==> src/hw/rtl/bir_pkg.sv <==
// Shared types, constants and helpers of the bilinear image resizer.
// Used by bir_div and bilinear_image_resize_top; no dependencies.
package bir_pkg;

	localparam int MAX_SOURCE_WIDTH  = 512;
	localparam int MAX_SOURCE_HEIGHT = 512;
	localparam int MAX_TARGET_SIZE   = 1024;

	localparam int POS_W  = 10;
	localparam int CH_W   = 8;
	localparam int PIX_W  = 3 * CH_W;
	localparam int CFG_W  = 11;
	localparam int IDX_W  = 3;
	localparam int STEP_W = 24;
	localparam int FRAC_W = 16;
	localparam int WGT_W  = 8;

	localparam logic [IDX_W-1:0] REG_SOURCE_WIDTH  = 3'd0;
	localparam logic [IDX_W-1:0] REG_SOURCE_HEIGHT = 3'd1;
	localparam logic [IDX_W-1:0] REG_TARGET_WIDTH  = 3'd2;
	localparam logic [IDX_W-1:0] REG_TARGET_HEIGHT = 3'd3;

	localparam logic [CFG_W-1:0] SIZE_RESET = 11'd512;

	localparam logic MODE_LOAD    = 1'b0;
	localparam logic MODE_REQUEST = 1'b1;

	typedef enum logic [3:0] {
		ST_IDLE,
		ST_MAP,
		ST_CLAMP,
		ST_RD0,
		ST_RD1,
		ST_RD2,
		ST_RD3,
		ST_ACC,
		ST_FIN
	} state_t;

	function automatic logic [31:0] eff_size(input logic [31:0] v, input logic [31:0] maxv);
		logic [31:0] r;
		if (v == 32'd0)
			r = 32'd1;
		else if (v > maxv)
			r = maxv;
		else
			r = v;
		return r;
	endfunction

endpackage

==> src/hw/rtl/bir_div.sv <==
// Restoring divider, one quotient bit per cycle, saturating to a Q8.16 step.
// Depends on bir_pkg.
module bir_div #(
	parameter int NUM_W = 26,
	parameter int DEN_W = 11
) (
	input  logic                       clk,
	input  logic                       arst_n,
	input  logic                       start,
	input  logic [NUM_W-1:0]           num,
	input  logic [DEN_W-1:0]           den,
	output logic                       busy,
	output logic [bir_pkg::STEP_W-1:0] step
);

	localparam int CNT_W = $clog2(NUM_W + 1);

	logic [CNT_W-1:0] cnt_q;
	logic [NUM_W-1:0] num_q;
	logic [NUM_W-1:0] quot_q;
	logic [DEN_W-1:0] den_q;
	logic [DEN_W:0]   rem_q;
	logic [DEN_W:0]   rem_sh;
	logic             fits;
	logic [31:0]      quot_ext;

	assign rem_sh   = {rem_q[DEN_W-1:0], num_q[NUM_W-1]};
	assign fits     = rem_sh >= {1'b0, den_q};
	assign busy     = cnt_q != '0;
	assign quot_ext = 32'(quot_q);
	assign step     = (quot_ext > 32'hFFFFFF) ? '1 : quot_ext[bir_pkg::STEP_W-1:0];

	always_ff @(posedge clk or negedge arst_n) begin
		if (!arst_n) begin
			cnt_q <= '0;
		end else if (start) begin
			cnt_q <= CNT_W'(NUM_W);
		end else if (busy) begin
			cnt_q <= cnt_q - 1'b1;
		end
	end

	always_ff @(posedge clk) begin
		if (start) begin
			num_q  <= num;
			den_q  <= den;
			rem_q  <= '0;
			quot_q <= '0;
		end else if (busy) begin
			num_q  <= {num_q[NUM_W-2:0], 1'b0};
			rem_q  <= fits ? (rem_sh - {1'b0, den_q}) : rem_sh;
			quot_q <= {quot_q[NUM_W-2:0], fits};
		end
	end

endmodule

==> config.mk <==
export PLATFORM = sky130hd
export DESIGN_NAME = bir_div
export DESIGN_NICKNAME = d
export VERILOG_FILES = /design/src/hw/rtl/bir_pkg.sv /design/src/hw/rtl/bir_div.sv
export SDC_FILE = /design/constraint.sdc
export NUM_CORES = 1
export LEC_CHECK = 0
export BUFFER_PORTS_ARGS = -buffer_cell sky130_fd_sc_hd__buf_2
export CAP_MARGIN = 10
export CORE_MARGIN = 5
export CORE_UTILIZATION = 34
export DETAILED_ROUTE_END_ITERATION = 7
export PLACE_DENSITY = 0.66
export SETUP_SLACK_MARGIN = 0.02
export SLEW_MARGIN = 15
export SYNTH_ARGS = -nofsm -noshare
export SYNTH_HDL_FRONTEND = slang
export SYNTH_SLANG_ARGS = --single-unit
==> constraint.sdc <==
create_clock -name clk -period 2.4 [get_ports clk]
set_input_delay 0.12 -clock clk [delete_from_list [all_inputs] [get_ports clk]]
set_output_delay 0.12 -clock clk [all_outputs]
set_load 0.005 [all_outputs]
# Yosys cells after proc, flatten, opt, wreduce, memory -nomap -nowiden
# Cells that the tools add are included.
# word_totals
register_bits	79
inputBits	40
out_inout_bits	25
elab_cells	17
# classes
add_sub_neg	2
order_cmp	2
n_mux	6
n_reduce_logical	2
# ops
op	n
two-way mux 26 bit	2
greater-than comparator 26 x 24 -> 1 bit (second input constant)	1
two-way mux 24 bit	1
>= comparator 12 x 11 -> 1 bit	1
two-way mux 11 bit	1
subtractor 11 bit	1
two-way mux 5 bit	2
nonzero test 5 bit	1
subtractor 5 x 1 -> 5 bit (second input constant)	1
nonzero test 2 bit	1

# Logic depth before layout (Yosys ltp)
# logic_depth
depth_word	3
mapped_depth	10
depth_no_buf	9

# Worst setup path before layout
# Ideal clock, no wire load.
# synth_path
path_kind	register to register
startpoint	register num_q[25]
endpoint	register rem_q[9]
arrival_ns	2.109
path_slack_ns	0.174
path_stages_with_launch	11
path_cell_list	edfxtp_1 inv_1 ha_1 fa_1 nand2b_2 o2bb2ai_2 a211o_1 nand2_4 buf_12 o21ai_2 a32o_1
# synth_between
elab_chain_len	2
word_cells_on_any_way	3
classes_between	add/sub: 1; order compare: 1; mux: 1
# synth_lines
element	line	rtl
from (decl)	bir_div.sv:19	logic [NUM_W-1:0] num_q;
from (signal assigned)	bir_div.sv:45	num_q <= num;
from (signal assigned)	bir_div.sv:50	num_q <= {num_q[NUM_W-2:0], 1'b0};
subtractor 11 bit / >= comparator 12 x 11 -> 1 bit (equally long branches)	bir_div.sv:51, bir_div.sv:28	
two-way mux 11 bit (*)	bir_div.sv:51	rem_q <= fits ? (rem_sh - {1'b0, den_q}) : rem_sh;
to (signal assigned)	bir_div.sv:51	
to (decl)	bir_div.sv:22	logic [DEN_W:0] rem_q;
# Every way passes the cells marked *; elsewhere a longest branch is shown, timed or not.
# A chain may end at the register's enable or synchronous reset.

# Worst setup path after layout
# layout_path
startpoint	register den_q[8]
endpoint	register rem_q[9]
# layout_between
elab_chain_len	2
word_cells_on_any_way	3
classes_between	add/sub: 1; order compare: 1; mux: 1
# layout_lines
element	line	rtl
from (decl)	bir_div.sv:21	logic [DEN_W-1:0] den_q;
from (signal assigned)	bir_div.sv:46	den_q <= den;
subtractor 11 bit / >= comparator 12 x 11 -> 1 bit (equally long branches)	bir_div.sv:51, bir_div.sv:28	
two-way mux 11 bit (*)	bir_div.sv:51	
# Marks and branches as above.

==> flow_summary.json <==
{
  "status": "complete, no violations",
  "syn_area_per_cell_sq_um": 10.3,
  "antennaDiodeCount": 0,
  "holdWs_ns": 0.0873,
  "rows": 38,
  "clockPowerShare_pct": 33.0,
  "pwr-share-comb_pct": 27.3,
  "final_cell_count_no_fill": 592,
  "gp_congestion": 0.760,
  "p_per_area_nw_per_um2": 880,
  "io_buffer_count": 64,
  "layout-drive-gt1-share_pct": 28.5,
  "netSwitchingFraction_pct": 30.4,
  "cpPeakStageDelay_ns": 0.41,
  "syn_inst": 372,
  "fin_nets": 501,
  "switching_power_w": 0.00128,
  "crit_chain": "inv_1, ha_1, nand4b_1, nor2_1, nor3_4, nand2_4, or2_2, a32o_1",
  "boundaryPins": 65,
  "grt_pass1_vias": 2815,
  "min_period_ns": 2.31,
  "power_frac_seq_pct": 39.7,
  "syn_area_sq_um": 3850,
  "clock-sinks": 79,
  "ant_nets": 0,
  "grt-ovfl-total": 0,
  "critPathLaunchType": "flip-flop",
  "finalSetupViolCount": 0,
  "path_class": "flip-flop to flip-flop",
  "grt_pass1_wl_mm": 13.5,
  "finClkSkew_ns": 0.00940,
  "ys_seq_elements": 79,
  "die_x_um": 116,
  "cts-htree-levels": 3,
  "critical_path_arrival_ns": 2.53,
  "drcViolationCount": 0,
  "endpoint_kind": "flip-flop",
  "critPathMaxFanout": 7,
  "dr.pass1.iters": 4,
  "worst_slew_pin_slew_ns": 0.984,
  "synth_edf_count": 37,
  "drtIter0Drc": 156,
  "cpMaxStageDelayCell": "nor3_4",
  "placed_cells": 562,
  "min_path_type": "primary input to flip-flop",
  "viasPerCell": 4.98,
  "finalHoldViolations": 0,
  "cts_tree": "yes",
  "fmax_mhz": 433,
  "peakVddDrop_mv": 0.456,
  "grt_max_degree": 77,
  "path_clk_slew_ns": 0.07,
  "ys_warn_count": 0,
  "routed_wirelength_mm": 8.19,
  "maxSlewHeadroom_pct": 34.3,
  "cts.path.max_buffers": 2,
  "synthArstFlopShare_pct": 6.33,
  "dieArea_sq_um": 13500,
  "numCtsBuffers": 9,
  "max_cap_violations": 0,
  "fp.dieH_um": 116,
  "grt_usage_pct": 12.4,
  "slew_viol_final": 0,
  "fin_ws_ns": 0.0898,
  "syn_to_final_growth_pct": 24.2,
  "core_sq_um": 11000,
  "start_util_pct": 35.0,
  "p_int_w": 0.00292,
  "ys.flop_type": "edfxtp_1",
  "fill_cells": 1036,
  "dp.final_hpwl_mm": 5.48,
  "dpl-instance-area_sq_um": 4300,
  "cts_root_buffer": "clkbuf_16",
  "p_leak_nw": 2.02,
  "antenna_found_initial": 0,
  "wire_per_inst_um": 13.8,
  "crit_required_ns": 2.62,
  "fin_area_sq_um": 4780,
  "num_vias": 2947,
  "clkLatencyLatePin_ns": 0.33,
  "yosysUniqueCellTypes": 59,
  "post-place-ws_ns": 0.0919,
  "period_share_pct": 96.3,
  "synth_nets": 426,
  "seq_area_frac_synth_pct": 51.4
}
synth_stat cells (2+ instances only):
library cell	n	share of area, %
o211ai_1	2	0.39
nor2_1	17	1.7
o21ai_1	3	0.39
o21ai_0	7	0.91
dfxtp_1	37	19
edfxtp_1	37	29
mux2i_1	4	1.0
a21oi_2	2	0.46
dfrtp_1	5	3.3
inv_1	16	1.6
o31a_1	2	0.46
a211o_1	2	0.46
buf_1	2	0.20
ha_1	13	4.2
nand2_1	63	6.1
xnor2_1	3	0.68
o21a_1	4	0.78
clkbuf_1	15	1.5
nand4_1	2	0.33
o21ai_2	2	0.46
mux2_2	25	7.3
nor3_1	4	0.52
nor2b_1	2	0.33
o221ai_1	2	0.46
nand2b_1	8	1.3
or3_1	27	4.4
a21oi_1	34	4.4
metal layers:
layer	part of all wire [%]	routed length (um)	GRT usage, %	vias up
met5	0	0	0	-
met4	1.7	138	4.41	0
met3	5.3	433	3.83	12
met2	47	3850	19.6	71
met1	46	3770	16.1	1387
li1	-	-	-	1477
worst max-delay path: cells and delay by family (launching register included):
kind,cells,cell delay (ns)
DFF,1,0.32
and+or+nand+nor,5,1.24
AOI/OAI and AO/OA,1,0.24
adders and majority gates,1,0.35
buffers and inverters,1,0.04
power by group through the flow:
stage	clock, W	combinational, W	sequential [W]
after global placement	0	0.00102	0.00169
after CTS	0.00141	0.00107	0.00167
after floorplan	0	0.000882	0.00165
after detailed placement	0	0.00105	0.00170
after global routing	0.00148	0.00126	0.00168
final	0.00139	0.00115	0.00167
through the flow:
stage | setup TNS [ns] | util (%) | total power, W
after global placement | 0 | 39.2 | 0.00271
after global routing | -0.0656 | 43.5 | 0.00442
after floorplan | 0 | - | 0.00254
after detailed placement | 0 | 39.2 | 0.00275
after CTS | 0 | 43.1 | 0.00415
final | 0 | 43.5 | 0.00420
area by class of cell:
class                           count  area [sq um]  share of cell area [%]
Sequential cell                    79          1980                    41.4
Multi-Input combinational cell    259          1760                    36.8
Timing Repair Buffer               81           490                    10.3
Clock buffer                       12           279                    5.84
Tap cell                          140           175                    3.67
Inverter                           17          63.8                    1.34
Clock inverter                      4          33.8                   0.707
what timing repair did:
action	in CTS	in global routing
buffers inserted	0	1
hold buffers	12	0
hold endpoints to repair	16	0
endpoints found under the setup margin	0	11
gates resized for setup	0	6
layout by cell type, fill, tap and decap left out, drive strengths merged, types with 3 or more instances in the layout:
cell	n
dfxtp	37
clkbuf	12
nor3	6
inv	18
o21ai	12
or3	27
xnor2	3
mux2i	4
nand2	65
edfxtp	37
mux2	25
nor2	18
dfrtp	5
dlygate4sd3	12
a21oi	36
o21a	4
nand2b	9
buf	69
ha	13
cell families (layout without fill, tap and decap cells):
| logic type | after synthesis | after routing | share of synthesized area (%) |
|---|---|---|---|
| compound gates | 71 | 71 | 11.9 |
| simple gates | 140 | 141 | 18.8 |
| flops | 79 | 79 | 51.4 |
| mux | 29 | 29 | 8.36 |
| xor+xnor | 4 | 4 | 0.911 |
| fa+ha+maj | 14 | 14 | 4.75 |
| buf+inv | 35 | 114 | 3.84 |
registers in the layout, summed over array words and instances (netlist names):
signal  count
cnt_q       5
den_q      11
num_q      26
quot_q     26
rem_q      11
final timing paths:
check	to	startpoint	slack (ns)	cells past startpoint
min reg2reg	quot_q[16]	quot_q[16]	0.46	2
max	rem_q[9]	den_q[8]	0.09	8
max in group asynchronous	cnt_q[3]	arst_n	2.08	2
min in group asynchronous	cnt_q[0]	arst_n	0.18	2
min	num_q[11]	num[11]	0.09	2
max reg2reg	rem_q[9]	den_q[8]	0.09	8
(Power assumes the default switching activity.)
